<file path="src/hdl/tpp_pkg.sv">
package tpp_pkg;

  // packet geometry
  localparam int unsigned TsPacket    = 188;
  localparam int unsigned SingleRoom  = 177;
  localparam int unsigned FinalRoom   = 183;
  localparam int unsigned OutWordW    = 64;

  // header byte codes
  localparam logic [7:0] SyncByte     = 8'h47;
  localparam logic [7:0] PusiBit      = 8'h40;
  localparam logic [7:0] AfcAdapt     = 8'h30;
  localparam logic [7:0] AfcPayload   = 8'h10;
  localparam logic [7:0] RandAccess   = 8'h40;
  localparam logic [7:0] StuffByte    = 8'hFF;
  localparam logic [7:0] PesFlags     = 8'h80;
  localparam logic [7:0] PesHdrLen    = 8'h05;
  localparam logic [7:0] PtsPrefix    = 8'h21;

  // item codes
  localparam logic FuncStart = 1'b0;
  localparam logic FuncData  = 1'b1;

  // configuration register indexes
  localparam int unsigned CfgIdxW = 1;
  localparam logic [CfgIdxW-1:0] CfgPid     = 1'b0;
  localparam logic [CfgIdxW-1:0] CfgVideoId = 1'b1;
  localparam int unsigned CfgDataW = 16;

  typedef struct packed {
    logic        func;
    logic [15:0] unit_length;
    logic [7:0]  unit_sid;
    logic [32:0] pts;
    logic [7:0]  data_byte;
  } in_item_t;

  typedef struct packed {
    logic [63:0] out_word;
    logic [3:0]  byte_count;
    logic        end_of_packet;
    logic        end_of_unit;
  } out_item_t;

  typedef enum logic [1:0] {
    StIdle,
    StHdr,
    StData
  } state_e;

  typedef struct packed {
    logic load_unit;
    logic hdr_begin;
    logic hdr_step;
    logic data_now;
    logic data_held;
  } cmd_t;

  typedef struct packed {
    logic slot_free;
    logic left_zero;
    logic fill_zero;
    logic hdr_last;
  } stat_t;

endpackage

</file>
<file path="src/hdl/tpp_ctrl.sv">
module tpp_ctrl (
  input  logic           clk_i,
  input  logic           rst_ni,
  input  logic           in_valid_i,
  input  logic           in_func_i,
  input  tpp_pkg::stat_t stat_i,
  output logic           in_ready_o,
  output tpp_pkg::cmd_t  cmd_o
);
  import tpp_pkg::*;

  state_e state_q, state_d;

  // state register
  always_ff @(posedge clk_i or negedge rst_ni) begin
    if (!rst_ni) begin
      state_q <= StIdle;
    end else begin
      state_q <= state_d;
    end
  end

  // next state and commands
  always_comb begin
    state_d    = state_q;
    cmd_o      = '0;
    in_ready_o = 1'b0;
    case (state_q)
      StIdle: begin
        in_ready_o = stat_i.slot_free;
        if (in_valid_i && stat_i.slot_free) begin
          if (in_func_i == FuncStart) begin
            cmd_o.load_unit = 1'b1;
          end else if (!stat_i.left_zero) begin
            if (stat_i.fill_zero) begin
              cmd_o.hdr_begin = 1'b1;
              state_d = StHdr;
            end else begin
              cmd_o.data_now = 1'b1;
            end
          end
        end
      end
      StHdr: begin
        if (stat_i.slot_free) begin
          cmd_o.hdr_step = 1'b1;
          if (stat_i.hdr_last) begin
            state_d = StData;
          end
        end
      end
      StData: begin
        if (stat_i.slot_free) begin
          cmd_o.data_held = 1'b1;
          state_d = StIdle;
        end
      end
      default: begin
        state_d = StIdle;
      end
    endcase
  end

endmodule

</file>
<file path="src/hdl/tpp_dp.sv">
module tpp_dp #(
  parameter int unsigned WORD_BYTES = 8
) (
  input  logic                             clk_i,
  input  logic                             rst_ni,
  input  tpp_pkg::in_item_t                in_item_i,
  input  logic                             cfg_write_i,
  input  logic [tpp_pkg::CfgIdxW-1:0]      cfg_index_i,
  input  logic [tpp_pkg::CfgDataW-1:0]     cfg_data_i,
  input  tpp_pkg::cmd_t                    cmd_i,
  output tpp_pkg::stat_t                   stat_o,
  output logic                             out_valid_o,
  input  logic                             out_ready_i,
  output tpp_pkg::out_item_t               out_item_o
);
  import tpp_pkg::*;

  localparam int unsigned AccW = 8 * WORD_BYTES;

  // configuration and unit state
  logic [12:0] pid_q;
  logic [7:0]  video_id_q;
  logic [3:0]  cc_q;
  logic [15:0] left_q;
  logic [7:0]  fill_q;
  logic        first_q;
  logic [7:0]  stream_q;
  logic [32:0] stamp_q;
  logic        stamp_on_q;
  logic [7:0]  byte_q;

  // header plan
  logic        plan_first_q, plan_adapt_q;
  logic [7:0]  plan_alen_q, plan_hlen_q, plan_pes_q, pos_q;

  // word accumulator and output register
  logic [AccW-1:0] acc_q;
  logic [3:0]      len_q;
  logic            out_valid_q;
  out_item_t       out_q;

  // plan for a new packet
  logic [16:0] need;
  logic        single, adapt_d;
  logic [7:0]  alen_d, adapt_len, pes_len, base_d;
  always_comb begin
    need      = {1'b0, left_q} + (stamp_on_q ? 17'd8 : 17'd0);
    single    = first_q && (need <= 17'(SingleRoom));
    adapt_d   = single || (!first_q && (left_q <= 16'(FinalRoom)));
    alen_d    = first_q ? 8'(SingleRoom - 32'(need))
                        : 8'(FinalRoom - 32'(left_q));
    adapt_len = adapt_d ? alen_d + 8'd1 : 8'd0;
    pes_len   = first_q ? (stamp_on_q ? 8'd14 : 8'd6) : 8'd0;
    base_d    = 8'd4 + adapt_len;
  end

  // header byte at the current position
  logic [7:0]  hdr_byte, q, r;
  logic [15:0] plen, v1, v2;
  always_comb begin
    q    = pos_q - 8'd4;
    r    = pos_q - plan_pes_q;
    plen = (stream_q == video_id_q) ? 16'd0 : left_q;
    v1   = {stamp_q[29:15], 1'b1};
    v2   = {stamp_q[14:0], 1'b1};
    hdr_byte = StuffByte;
    if (pos_q < 8'd4) begin
      case (pos_q[1:0])
        2'd0:    hdr_byte = SyncByte;
        2'd1:    hdr_byte = (plan_first_q ? PusiBit : 8'h00) | {3'b000, pid_q[12:8]};
        2'd2:    hdr_byte = pid_q[7:0];
        default: hdr_byte = (plan_adapt_q ? AfcAdapt : AfcPayload) | {4'h0, cc_q};
      endcase
    end else if (pos_q < plan_pes_q) begin
      if (q == 8'd0) begin
        hdr_byte = plan_alen_q;
      end else if (q == 8'd1) begin
        hdr_byte = plan_first_q ? RandAccess : 8'h00;
      end
    end else begin
      case (r[3:0])
        4'd0, 4'd1: hdr_byte = 8'h00;
        4'd2:       hdr_byte = 8'h01;
        4'd3:       hdr_byte = stream_q;
        4'd4:       hdr_byte = plen[15:8];
        4'd5:       hdr_byte = plen[7:0];
        4'd6, 4'd7: hdr_byte = PesFlags;
        4'd8:       hdr_byte = PesHdrLen;
        4'd9:       hdr_byte = PtsPrefix | {4'h0, stamp_q[32:30], 1'b0};
        4'd10:      hdr_byte = v1[15:8];
        4'd11:      hdr_byte = v1[7:0];
        4'd12:      hdr_byte = v2[15:8];
        4'd13:      hdr_byte = v2[7:0];
        default:    hdr_byte = 8'h00;
      endcase
    end
  end

  // byte push into the word accumulator
  logic            push, is_data, eop, eou, flush;
  logic [7:0]      push_byte, fill_next;
  logic [3:0]      len_next;
  logic [AccW+7:0] shifted;
  logic [AccW-1:0] acc_next;
  always_comb begin
    push      = cmd_i.hdr_step | cmd_i.data_now | cmd_i.data_held;
    is_data   = !cmd_i.hdr_step;
    push_byte = cmd_i.hdr_step ? hdr_byte : (cmd_i.data_now ? in_item_i.data_byte : byte_q);
    shifted   = {acc_q, push_byte};
    acc_next  = shifted[AccW-1:0];
    len_next  = len_q + 4'd1;
    fill_next = fill_q + 8'd1;
    eop       = (fill_next == 8'(TsPacket));
    eou       = is_data && (left_q == 16'd1);
    flush     = eop || is_data || (len_next == 4'(WORD_BYTES));
  end

  // status toward the controller
  always_comb begin
    stat_o.slot_free = !out_valid_q || out_ready_i;
    stat_o.left_zero = (left_q == 16'd0);
    stat_o.fill_zero = (fill_q == 8'd0);
    stat_o.hdr_last  = (pos_q == plan_hlen_q - 8'd1);
  end

  // control state
  always_ff @(posedge clk_i or negedge rst_ni) begin
    if (!rst_ni) begin
      pid_q       <= '0;
      video_id_q  <= 8'hE0;
      cc_q        <= '0;
      left_q      <= '0;
      fill_q      <= '0;
      first_q     <= 1'b1;
      stream_q    <= '0;
      stamp_q     <= '0;
      stamp_on_q  <= 1'b0;
      acc_q       <= '0;
      len_q       <= '0;
      out_valid_q <= 1'b0;
    end else begin
      if (cfg_write_i) begin
        case (cfg_index_i)
          CfgPid:     pid_q <= cfg_data_i[12:0];
          CfgVideoId: video_id_q <= cfg_data_i[7:0];
          default:    ;
        endcase
      end
      if (cmd_i.load_unit) begin
        left_q     <= in_item_i.unit_length;
        stream_q   <= in_item_i.unit_sid;
        stamp_q    <= in_item_i.pts;
        stamp_on_q <= (in_item_i.pts != '0);
        first_q    <= 1'b1;
        fill_q     <= '0;
      end
      if (cmd_i.hdr_begin) begin
        first_q <= 1'b0;
      end
      if (cmd_i.hdr_step && pos_q == 8'd3) begin
        cc_q <= cc_q + 4'd1;
      end
      if (push) begin
        fill_q <= eop ? 8'd0 : fill_next;
        if (is_data) begin
          left_q <= left_q - 16'd1;
        end
        if (flush) begin
          acc_q <= '0;
          len_q <= '0;
        end else begin
          acc_q <= acc_next;
          len_q <= len_next;
        end
      end
      if (push && flush) begin
        out_valid_q <= 1'b1;
      end else if (out_ready_i) begin
        out_valid_q <= 1'b0;
      end
    end
  end

  // header plan, held byte and output word registers
  always_ff @(posedge clk_i) begin
    if (cmd_i.hdr_begin) begin
      byte_q       <= in_item_i.data_byte;
      plan_first_q <= first_q;
      plan_adapt_q <= adapt_d;
      plan_alen_q  <= alen_d;
      plan_pes_q   <= base_d;
      plan_hlen_q  <= base_d + pes_len;
      pos_q        <= '0;
    end else if (cmd_i.hdr_step) begin
      pos_q <= pos_q + 8'd1;
    end
    if (push && flush) begin
      out_q.out_word      <= OutWordW'(acc_next);
      out_q.byte_count    <= len_next;
      out_q.end_of_packet <= eop;
      out_q.end_of_unit   <= eou;
    end
  end

  assign out_valid_o = out_valid_q;
  assign out_item_o  = out_q;

endmodule

</file>
<file path="src/hdl/ts_pes_packetizer_unit.sv">
// Transport stream packetizer: cuts access units into 188-byte packets.
// Input channel (in_valid_i/in_ready_o, in_item_i): a start beat carries the
// unit length, stream id and PTS; each following beat carries one payload
// byte. Output channel (out_valid_o/out_ready_i, out_item_o): words of up to
// WORD_BYTES stream bytes, right-justified, with end of packet / end of unit.
// Configuration channel (cfg_valid_i/cfg_ready_o): pid at index 0, video
// stream id at index 1; write only while idle.
// A start beat or a mid-packet payload byte is taken whenever the output slot is free.
// A byte that opens a packet is held while the header (4 to 187 bytes) is
// built one byte per cycle when the output slot is free, and is then pushed.
// Latency: the word holding a payload byte is valid the cycle after that
// byte leaves the byte sequencer.
// Reset clears the continuity counter and unit state; pid resets to 0 and
// the video stream id to 0xE0. A stalled receiver holds the output register
// and stops the sequencer, which in turn drops in_ready_o.
module ts_pes_packetizer_unit #(
  parameter int unsigned WORD_BYTES = 8
) (
  input  logic                         clk_i,
  input  logic                         rst_ni,
  input  logic                         in_valid_i,
  output logic                         in_ready_o,
  input  tpp_pkg::in_item_t            in_item_i,
  output logic                         out_valid_o,
  input  logic                         out_ready_i,
  output tpp_pkg::out_item_t           out_item_o,
  input  logic                         cfg_valid_i,
  output logic                         cfg_ready_o,
  input  logic [tpp_pkg::CfgIdxW-1:0]  cfg_index_i,
  input  logic [tpp_pkg::CfgDataW-1:0] cfg_data_i
);
  import tpp_pkg::*;

  cmd_t  cmd;
  stat_t stat;

  assign cfg_ready_o = 1'b1;

  // sequencer
  tpp_ctrl u_ctrl (
    .clk_i      (clk_i),
    .rst_ni     (rst_ni),
    .in_valid_i (in_valid_i),
    .in_func_i  (in_item_i.func),
    .stat_i     (stat),
    .in_ready_o (in_ready_o),
    .cmd_o      (cmd)
  );

  // byte builder and output register
  tpp_dp #(
    .WORD_BYTES (WORD_BYTES)
  ) u_dp (
    .clk_i       (clk_i),
    .rst_ni      (rst_ni),
    .in_item_i   (in_item_i),
    .cfg_write_i (cfg_valid_i),
    .cfg_index_i (cfg_index_i),
    .cfg_data_i  (cfg_data_i),
    .cmd_i       (cmd),
    .stat_o      (stat),
    .out_valid_o (out_valid_o),
    .out_ready_i (out_ready_i),
    .out_item_o  (out_item_o)
  );

endmodule
</file>
<file path="config.mk">
export PLATFORM = sky130hd
export DESIGN_NAME = ts_pes_packetizer_unit
export DESIGN_NICKNAME = d
export VERILOG_FILES = /design/src/hdl/tpp_pkg.sv /design/src/hdl/tpp_ctrl.sv /design/src/hdl/tpp_dp.sv /design/src/hdl/ts_pes_packetizer_unit.sv
export SDC_FILE = /design/constraint.sdc
export NUM_CORES = 1
export LEC_CHECK = 0
export BUFFER_PORTS_ARGS = -buffer_cell sky130_fd_sc_hd__buf_2
export CAP_MARGIN = 20
export CORE_MARGIN = 4
export CORE_UTILIZATION = 33
export CTS_CLUSTER_SIZE = 16
export DETAILED_ROUTE_END_ITERATION = 12
export SYNTH_ARGS = -nofsm -noshare
export SYNTH_HDL_FRONTEND = slang
export SYNTH_SLANG_ARGS = --single-unit
</file>
<file path="constraint.sdc">
create_clock -name clk_i -period 13.73 [get_ports clk_i]
set_input_delay 1.373 -clock clk_i [delete_from_list [all_inputs] [get_ports clk_i]]
set_output_delay 1.373 -clock clk_i [all_outputs]
set_load 0.05 [all_outputs]
</file>
# == After elaboration in Yosys (flattened, before gate mapping) ==
# Cells that the tools add are included.
# classes
order_cmp,4
muxes,51
eq_ne,30
n_reduce_logical,26
addsub,14
n_bitwise,5
# op_table
operator,count
8-bit two-way mux,12
8-bit one-hot mux with 11 select lines,1
16-bit two-way mux,4
56-bit two-way mux,1
33-bit nonzero test,1
"4-bit == test, second input constant",7
"8-bit by 1-bit adder with 8-bit output, second input constant",3
8-bit one-hot mux with 3 select lines,1
2-bit two-way mux,9
16-bit by 4-bit adder with 17-bit output,1
"17-bit by 8-bit less-or-equal comparator with 1-bit output, second input constant",1
1-bit two-way mux,17
"16-bit by 1-bit == test with 1-bit output, second input constant",1
"4-bit by 3-bit == test with 1-bit output, second input constant",4
8-bit == test,2
"16-bit by 8-bit less-or-equal comparator with 1-bit output, second input constant",1
16-bit zero test,1
8-bit zero test,2
"16-bit by 1-bit subtractor with 16-bit output, second input constant",1
"8-bit subtractor, first input constant",2
4-bit two-way mux,3
"3-bit by 8-bit adder with 8-bit output, first input constant",1
"4-bit by 1-bit adder with 4-bit output, second input constant",2
8-bit adder,1
28 further kinds,51
# totals
output_inout_bits,73
ff_bits,267

# == Depth between registers and ports, before layout ==
# logic_depth
word_depth,10
ltp_mapped,17
ltp_nobuf,16

# == Cells and area by module ==
# From an unflattened synthesis, not the netlist that was laid out.
# hier_totals
hier_cells,1084
hier_area_um2,12882.4
# by_module_without_submodules
module,seq_area_each_um2,area_per_inst_um2,instances,cells_each
tpp_dp,7086.8,12705.9,1,1067
tpp_ctrl,50.0,165.2,1,15
ts_pes_packetizer_unit,0.0,11.3,1,2

# == Worst setup path after synthesis ==
# OpenSTA, ideal clock, no wires.
# synth_path
kind,in2reg
start,input out_ready_i
end,"register u_dp.out_q, in the netlist u_dp.out_item_o[0], enable pin"
setup_slack_ns,7.692
arrival_time_ns,5.539
path_stages,7
required_time_ns,13.230
path_cell_list,nor2b_1 > nor4b_1 > o2111ai_1 > and2_1 > clkbuf_1 > clkbuf_1 > nor2_1
# synth_between
elab_chain_cells,7
word_cells_on_any_way,13
# synth_lines
item,line_no,rtl
"start, declared",ts_pes_packetizer_unit.sv:25,"input logic out_ready_i,"
1-bit logical OR *,tpp_dp.sv:120,stat_o.slot_free = !out_valid_q || out_ready_i;
1-bit logical AND / 1-bit two-way mux (equally long branches),"tpp_ctrl.sv:31, tpp_ctrl.sv:45, tpp_ctrl.sv:53",
1-bit two-way mux (on tied branches),"tpp_ctrl.sv:31, tpp_ctrl.sv:28",
1-bit two-way mux / 1-bit zero test (equally long branches),"tpp_ctrl.sv:28, tpp_dp.sv:107",
1-bit bitwise OR / 1-bit logical OR (equally long branches) (2 in series),"tpp_dp.sv:106, tpp_dp.sv:115",
1-bit logical AND *,tpp_dp.sv:197,if (push && flush) begin
"end, declared",tpp_dp.sv:40,out_item_t out_q;
# Mark *: on every way between the ends. The rest lies on a longest branch, timed or not.
# A chain may end at the register's enable or synchronous reset.

# == Worst setup path after layout ==
# layout_path
start,register u_dp.left_q[3]
end,"register u_dp.plan_hlen_q[7], data pin"
# layout_between
elab_chain_cells,7
word_cells_on_any_way,13
# layout_lines
item,line_no,rtl
"start, declared",tpp_dp.sv:24,logic [15:0] left_q;
"start signal, assigned",tpp_dp.sv:150,left_q <= in_item_i.unit_length;
"start signal, assigned",tpp_dp.sv:166,left_q <= left_q - 16'd1;
16-bit by 4-bit adder with 17-bit output,tpp_dp.sv:47,"need = {1'b0, left_q} + (stamp_on_q ? 17'd8 : 17'd0);"
17-bit by 8-bit less-or-equal comparator with 1-bit output,tpp_dp.sv:48,single = first_q && (need <= 17'(SingleRoom));
1-bit logical AND,tpp_dp.sv:48,
1-bit logical OR *,tpp_dp.sv:49,adapt_d = single || (!first_q && (left_q <= 16'(FinalRoom)));
8-bit two-way mux *,tpp_dp.sv:52,adapt_len = adapt_d ? alen_d + 8'd1 : 8'd0;
3-bit by 8-bit adder with 8-bit output *,tpp_dp.sv:54,base_d = 8'd4 + adapt_len;
via u_dp.base_d[2],tpp_dp.sv:45,"logic [7:0] alen_d, adapt_len, pes_len, base_d;"
8-bit adder *,tpp_dp.sv:192,plan_hlen_q <= base_d + pes_len;
"end signal, assigned",tpp_dp.sv:192,
"end, declared",tpp_dp.sv:34,"logic [7:0] plan_alen_q, plan_hlen_q, plan_pes_q, pos_q;"
# Mark *: on every way through the listed nets, which the timed path passes. The rest lies on a longest branch.

==> results.sh <==
export IMPL_worstReg2RegStart="u_dp.left_q[3]$_DFF_PN0_"
export IMPL_final_setup_worst_slack_ns=9.23
export IMPL_ctsHtreeMaxLevel=1
export IMPL_mappedNetlistArea_sq_um=12700
export IMPL_via_count_of_the_first_global_routing_pass=9274
export IMPL_syn_to_final_growth_pct=18.6
export IMPL_grt_setup_unrepaired="no"
export IMPL_status="completed"
export IMPL_nNetsFinal=1418
export IMPL_path_class="reg2reg"
export IMPL_grt_overflow=0
export IMPL_path_max_fanout=11
export IMPL_ys_flop_type="sky130_fd_sc_hd__dfrtp_1"
export IMPL_timing_final_crit_share_pct=32.8
export IMPL_max_vdd_ir_drop_v=0.000114
export IMPL_timing_max_transition_violations_final=0
export IMPL_port_buffers=156
export IMPL_synth_area_leaders="sky130_fd_sc_hd__dfrtp_1 (30%), sky130_fd_sc_hd__edfxtp_1 (24%), sky130_fd_sc_hd__nand2_1 (5.4%)"
export IMPL_worst_hold_slack_ns=0.448
export IMPL_signal_arrival_time_at_the_worst_endpoint_ns=4.80
export IMPL_clock_latency_ns=0.57
export IMPL_post_route_util_pct=39.7
export IMPL_synth_seq_cells=266
export IMPL_worstReg2RegEnd="u_dp.plan_hlen_q[7]$_DFFE_PP_"
export IMPL_max_slew_worst_pin_slew_ns=1.02
export IMPL_row_count=71
export IMPL_cts_buffers_inserted=29
export IMPL_slew_limit_headroom_pct=31.7
export IMPL_cts_reportedPaths_clkPinSlew_ns=0.06
export IMPL_routabilityCongestion=0.893
export IMPL_worst_r2r_cell_count=16
export IMPL_cellPowerDensity_nw_per_um2=265
export IMPL_timing_reg2reg_setup_slack_ns=9.23
export IMPL_design_die_area_sq_um=41500
export IMPL_top_level_ports=161
export IMPL_synth_edff_count=103
export IMPL_synth_nets=1282
export IMPL_max_cap_violations=0
export IMPL_detail_route_antenna_nets=0
export IMPL_number_of_antenna_violations_at_the_first_check_in_global_routing=1
export IMPL_cts_tree="done"
export IMPL_post_synth_top_area_cell="sky130_fd_sc_hd__dfrtp_1"
export IMPL_timing_critical_path_from="u_dp.left_q[3]$_DFF_PN0_"
export IMPL_asyncSetResetFlopFracSynth_pct=58.3
export IMPL_class_of_the_tightest_hold_or_removal_check="reg2reg"
export IMPL_synth_yosys_warnings=0
export IMPL_synth_area_per_cell_sq_um=10.9
export IMPL_crit_path_end="u_dp.plan_hlen_q[7]$_DFFE_PP_"
export IMPL_fin_tns_setup_ns=0
export IMPL_detail_route_wirelength_mm=33.6
export IMPL_worst_ep_required_time_ns=14.03
export IMPL_dp_final_hpwl_mm=23.9
export IMPL_detail_route_first_pass_iterations=5
export IMPL_first_iter_violations=729
export IMPL_post_placement_worst_setup_slack_ns=9.29
export IMPL_grt_max_degree=82
export IMPL_cts_setup_buffers=0
export IMPL_grt_usage_pct=15.7
export IMPL_initial_utilization_pct=33.5
export IMPL_clock_tree_root_cell="sky130_fd_sc_hd__clkbuf_16"
export IMPL_timing_final_hold_violations=0
export IMPL_avgViaCountPerCell=5.20
export IMPL_core_area_sq_um=37800
export IMPL_yosysUniqueCellTypes=74
export IMPL_die_w_microns=204
export IMPL_detail_route_wl_per_cell_microns=18.3
export IMPL_sort_of_element_at_the_start_of_the_critical_path="flop"
export IMPL_max_freq_ghz=0.222
export IMPL_period_minus_slack_ns=4.50
export IMPL_worst_clock_skew_ns=0.0202
export IMPL_vert_die_dim_microns=204
export IMPL_fillerInstances=3660
export IMPL_grt_first_pass_wirelength_mm=52.6
export IMPL_cts_sinks=266
export IMPL_cts_repair_resize_count=0
export IMPL_setup_worst_path_end_class="flop"
export IMPL_proportion_of_synthesized_chip_area_in_sequential_cells_pct=56.4
export IMPL_remaining_drc_errors=0
export IMPL_max_clock_path_buffers=3
export IMPL_syn_inst=1163
export IMPL_detailroute_via_count=9527
export IMPL_hold_buffers=0
export IMPL_synth_largest_type_area_fraction_pct=29.9
export IMPL_leak_pwr_nw=6.43
export IMPL_report_final_setup_viol=0
export IMPL_layout_drive_gt1_share_pct=20.0
## how the worst min path moves through the flow
stage,start,endpoint,cells past startpoint
after global placement,u_dp.acc_q[51]$_DFFE_PN0N_,u_dp.out_item_o[65]$_DFFE_PP_,0
after detailed placement,u_dp.acc_q[51]$_DFFE_PN0N_,u_dp.out_item_o[65]$_DFFE_PP_,0
after CTS,u_dp.acc_q[51]$_DFFE_PN0N_,u_dp.out_item_o[65]$_DFFE_PP_,0
final,u_dp.acc_q[51]$_DFFE_PN0N_,u_dp.out_item_o[65]$_DFFE_PP_,0
after floorplan,u_dp.acc_q[48]$_DFFE_PN0N_,u_dp.out_item_o[62]$_DFFE_PP_,0
after global routing,u_dp.acc_q[51]$_DFFE_PN0N_,u_dp.out_item_o[65]$_DFFE_PP_,0
## metal layers
metal	up-vias	global-route usage, %	part of all wire [%]
met5	-	0	0
met3	58	2.77	6.9
li1	4520	-	-
met1	4610	21.9	44
met4	0	4.77	3.1
met2	339	25.2	46
## registers in the layout, summed over array words and instances, names as in the netlist, 2 cells and up
register / flops
u_dp.out_item_o: 70
u_dp.acc_q: 56
u_dp.stamp_q: 33
u_dp.left_q: 16
u_dp.pid_q: 13
u_dp.byte_q: 8
u_dp.fill_q: 8
u_dp.plan_alen_q: 8
u_dp.plan_hlen_q: 8
u_dp.pos_q: 8
u_dp.stream_q: 8
u_dp.video_id_q: 8
u_dp.plan_pes_q: 7
u_dp.cc_q: 4
u_dp.len_q: 4
u_ctrl.state_q: 2
## placed cells by master, fill, tap and decap left out, types with 6 or more instances in the layout
cell                        count
sky130_fd_sc_hd__a31oi_1        6
sky130_fd_sc_hd__o211ai_1      11
sky130_fd_sc_hd__nor3_1        17
sky130_fd_sc_hd__mux2i_1       19
sky130_fd_sc_hd__nand4_1       10
sky130_fd_sc_hd__a211oi_1       8
sky130_fd_sc_hd__a22oi_1        7
sky130_fd_sc_hd__clkbuf_16     29
sky130_fd_sc_hd__o31ai_1       14
sky130_fd_sc_hd__nor4_1        17
sky130_fd_sc_hd__and3_1         8
sky130_fd_sc_hd__nor2b_1       11
sky130_fd_sc_hd__o21ai_0       59
sky130_fd_sc_hd__a22o_1        50
sky130_fd_sc_hd__a21oi_1       45
sky130_fd_sc_hd__nand2_1      182
sky130_fd_sc_hd__buf_4         13
sky130_fd_sc_hd__buf_2        155
sky130_fd_sc_hd__a311oi_1      16
sky130_fd_sc_hd__o22ai_1        6
sky130_fd_sc_hd__nand3_1       26
sky130_fd_sc_hd__mux2_2        27
sky130_fd_sc_hd__dfrtp_1      151
sky130_fd_sc_hd__xor2_1        25
sky130_fd_sc_hd__edfxtp_1     103
sky130_fd_sc_hd__ha_1          29
sky130_fd_sc_hd__xnor2_1       21
sky130_fd_sc_hd__or3_1         10
sky130_fd_sc_hd__inv_1         44
sky130_fd_sc_hd__dfxtp_1        8
sky130_fd_sc_hd__nor2_1        58
sky130_fd_sc_hd__nand2b_1      14
sky130_fd_sc_hd__a21o_1         8
## kinds of logic (layout without fill, tap and decap cells)
kind of cell	count (synthesis)	after routing	synth area share, %
compound gates	273	273	15.4
xor+xnor	47	47	3.36
fa+ha+maj	31	31	3.18
buf+inv	111	268	3.40
flops	266	266	56.4
mux	46	46	3.91
other cells	1	3	0.0296
simple gates	388	388	14.3
## metrics by stage
stage	cell area, sq um	total power, mW	std cells
2_1_floorplan	12700	2.68	1163
3_3_place_gp	14000	3.14	1776
3_5_place_dp	14000	3.18	1777
4_1_cts	15000	4.00	1829
5_1_grt	15000	4.22	1832
6_report	15000	3.98	1833
## power breakdown
| part | switching [mW] | internal [mW] | total, mW |
|---|---|---|---|
| Sequential | 0.245 | 1.19 | 1.43 |
| Combinational | 1.20 | 0.539 | 1.74 |
| Clock | 0.326 | 0.481 | 0.807 |
| Total | 1.77 | 2.21 | 3.98 |
## critical path, stage by stage (launching register included)
cell and delay (ns):
sky130_fd_sc_hd__dfrtp_1 0.52, sky130_fd_sc_hd__ha_1 0.29, sky130_fd_sc_hd__ha_1 0.26, sky130_fd_sc_hd__inv_1 0.15, sky130_fd_sc_hd__o2111ai_1 0.12, sky130_fd_sc_hd__a2111o_1 0.42
sky130_fd_sc_hd__a21o_1 0.30, sky130_fd_sc_hd__a21o_1 0.29, sky130_fd_sc_hd__inv_1 0.08, sky130_fd_sc_hd__ha_1 0.20, sky130_fd_sc_hd__inv_1 0.09, sky130_fd_sc_hd__a311o_1 0.34
sky130_fd_sc_hd__nor4b_1 0.31, sky130_fd_sc_hd__o21ai_0 0.19, sky130_fd_sc_hd__a31o_1 0.25, sky130_fd_sc_hd__a2111oi_4 0.31, sky130_fd_sc_hd__mux2i_1 0.12
## cells in the mapped netlist (21+ instances only)
cell type / n
sky130_fd_sc_hd__nand2_1: 182
sky130_fd_sc_hd__dfrtp_1: 151
sky130_fd_sc_hd__edfxtp_1: 103
sky130_fd_sc_hd__nor2_1: 60
sky130_fd_sc_hd__o21ai_0: 59
sky130_fd_sc_hd__clkbuf_1: 57
sky130_fd_sc_hd__a22o_1: 50
sky130_fd_sc_hd__a21oi_1: 46
sky130_fd_sc_hd__inv_1: 44
sky130_fd_sc_hd__ha_1: 29
sky130_fd_sc_hd__mux2_2: 27
sky130_fd_sc_hd__nand3_1: 26
sky130_fd_sc_hd__xor2_1: 25
sky130_fd_sc_hd__xnor2_1: 21
## cell type report
cell class / instances / area (sq um) / area share [%]
sequential: 266 / 7140 / 47.6
timing repair buffer: 172 / 940 / 6.26
antenna: 2 / 5.00 / 0.0334
multi-input combinational: 786 / 5130 / 34.2
inverter: 44 / 165 / 1.10
clock inverter: 15 / 199 / 1.33
clock buffer: 37 / 786 / 5.24
tap: 511 / 639 / 4.26
Note: power is estimated with default switching activity, not from simulation.
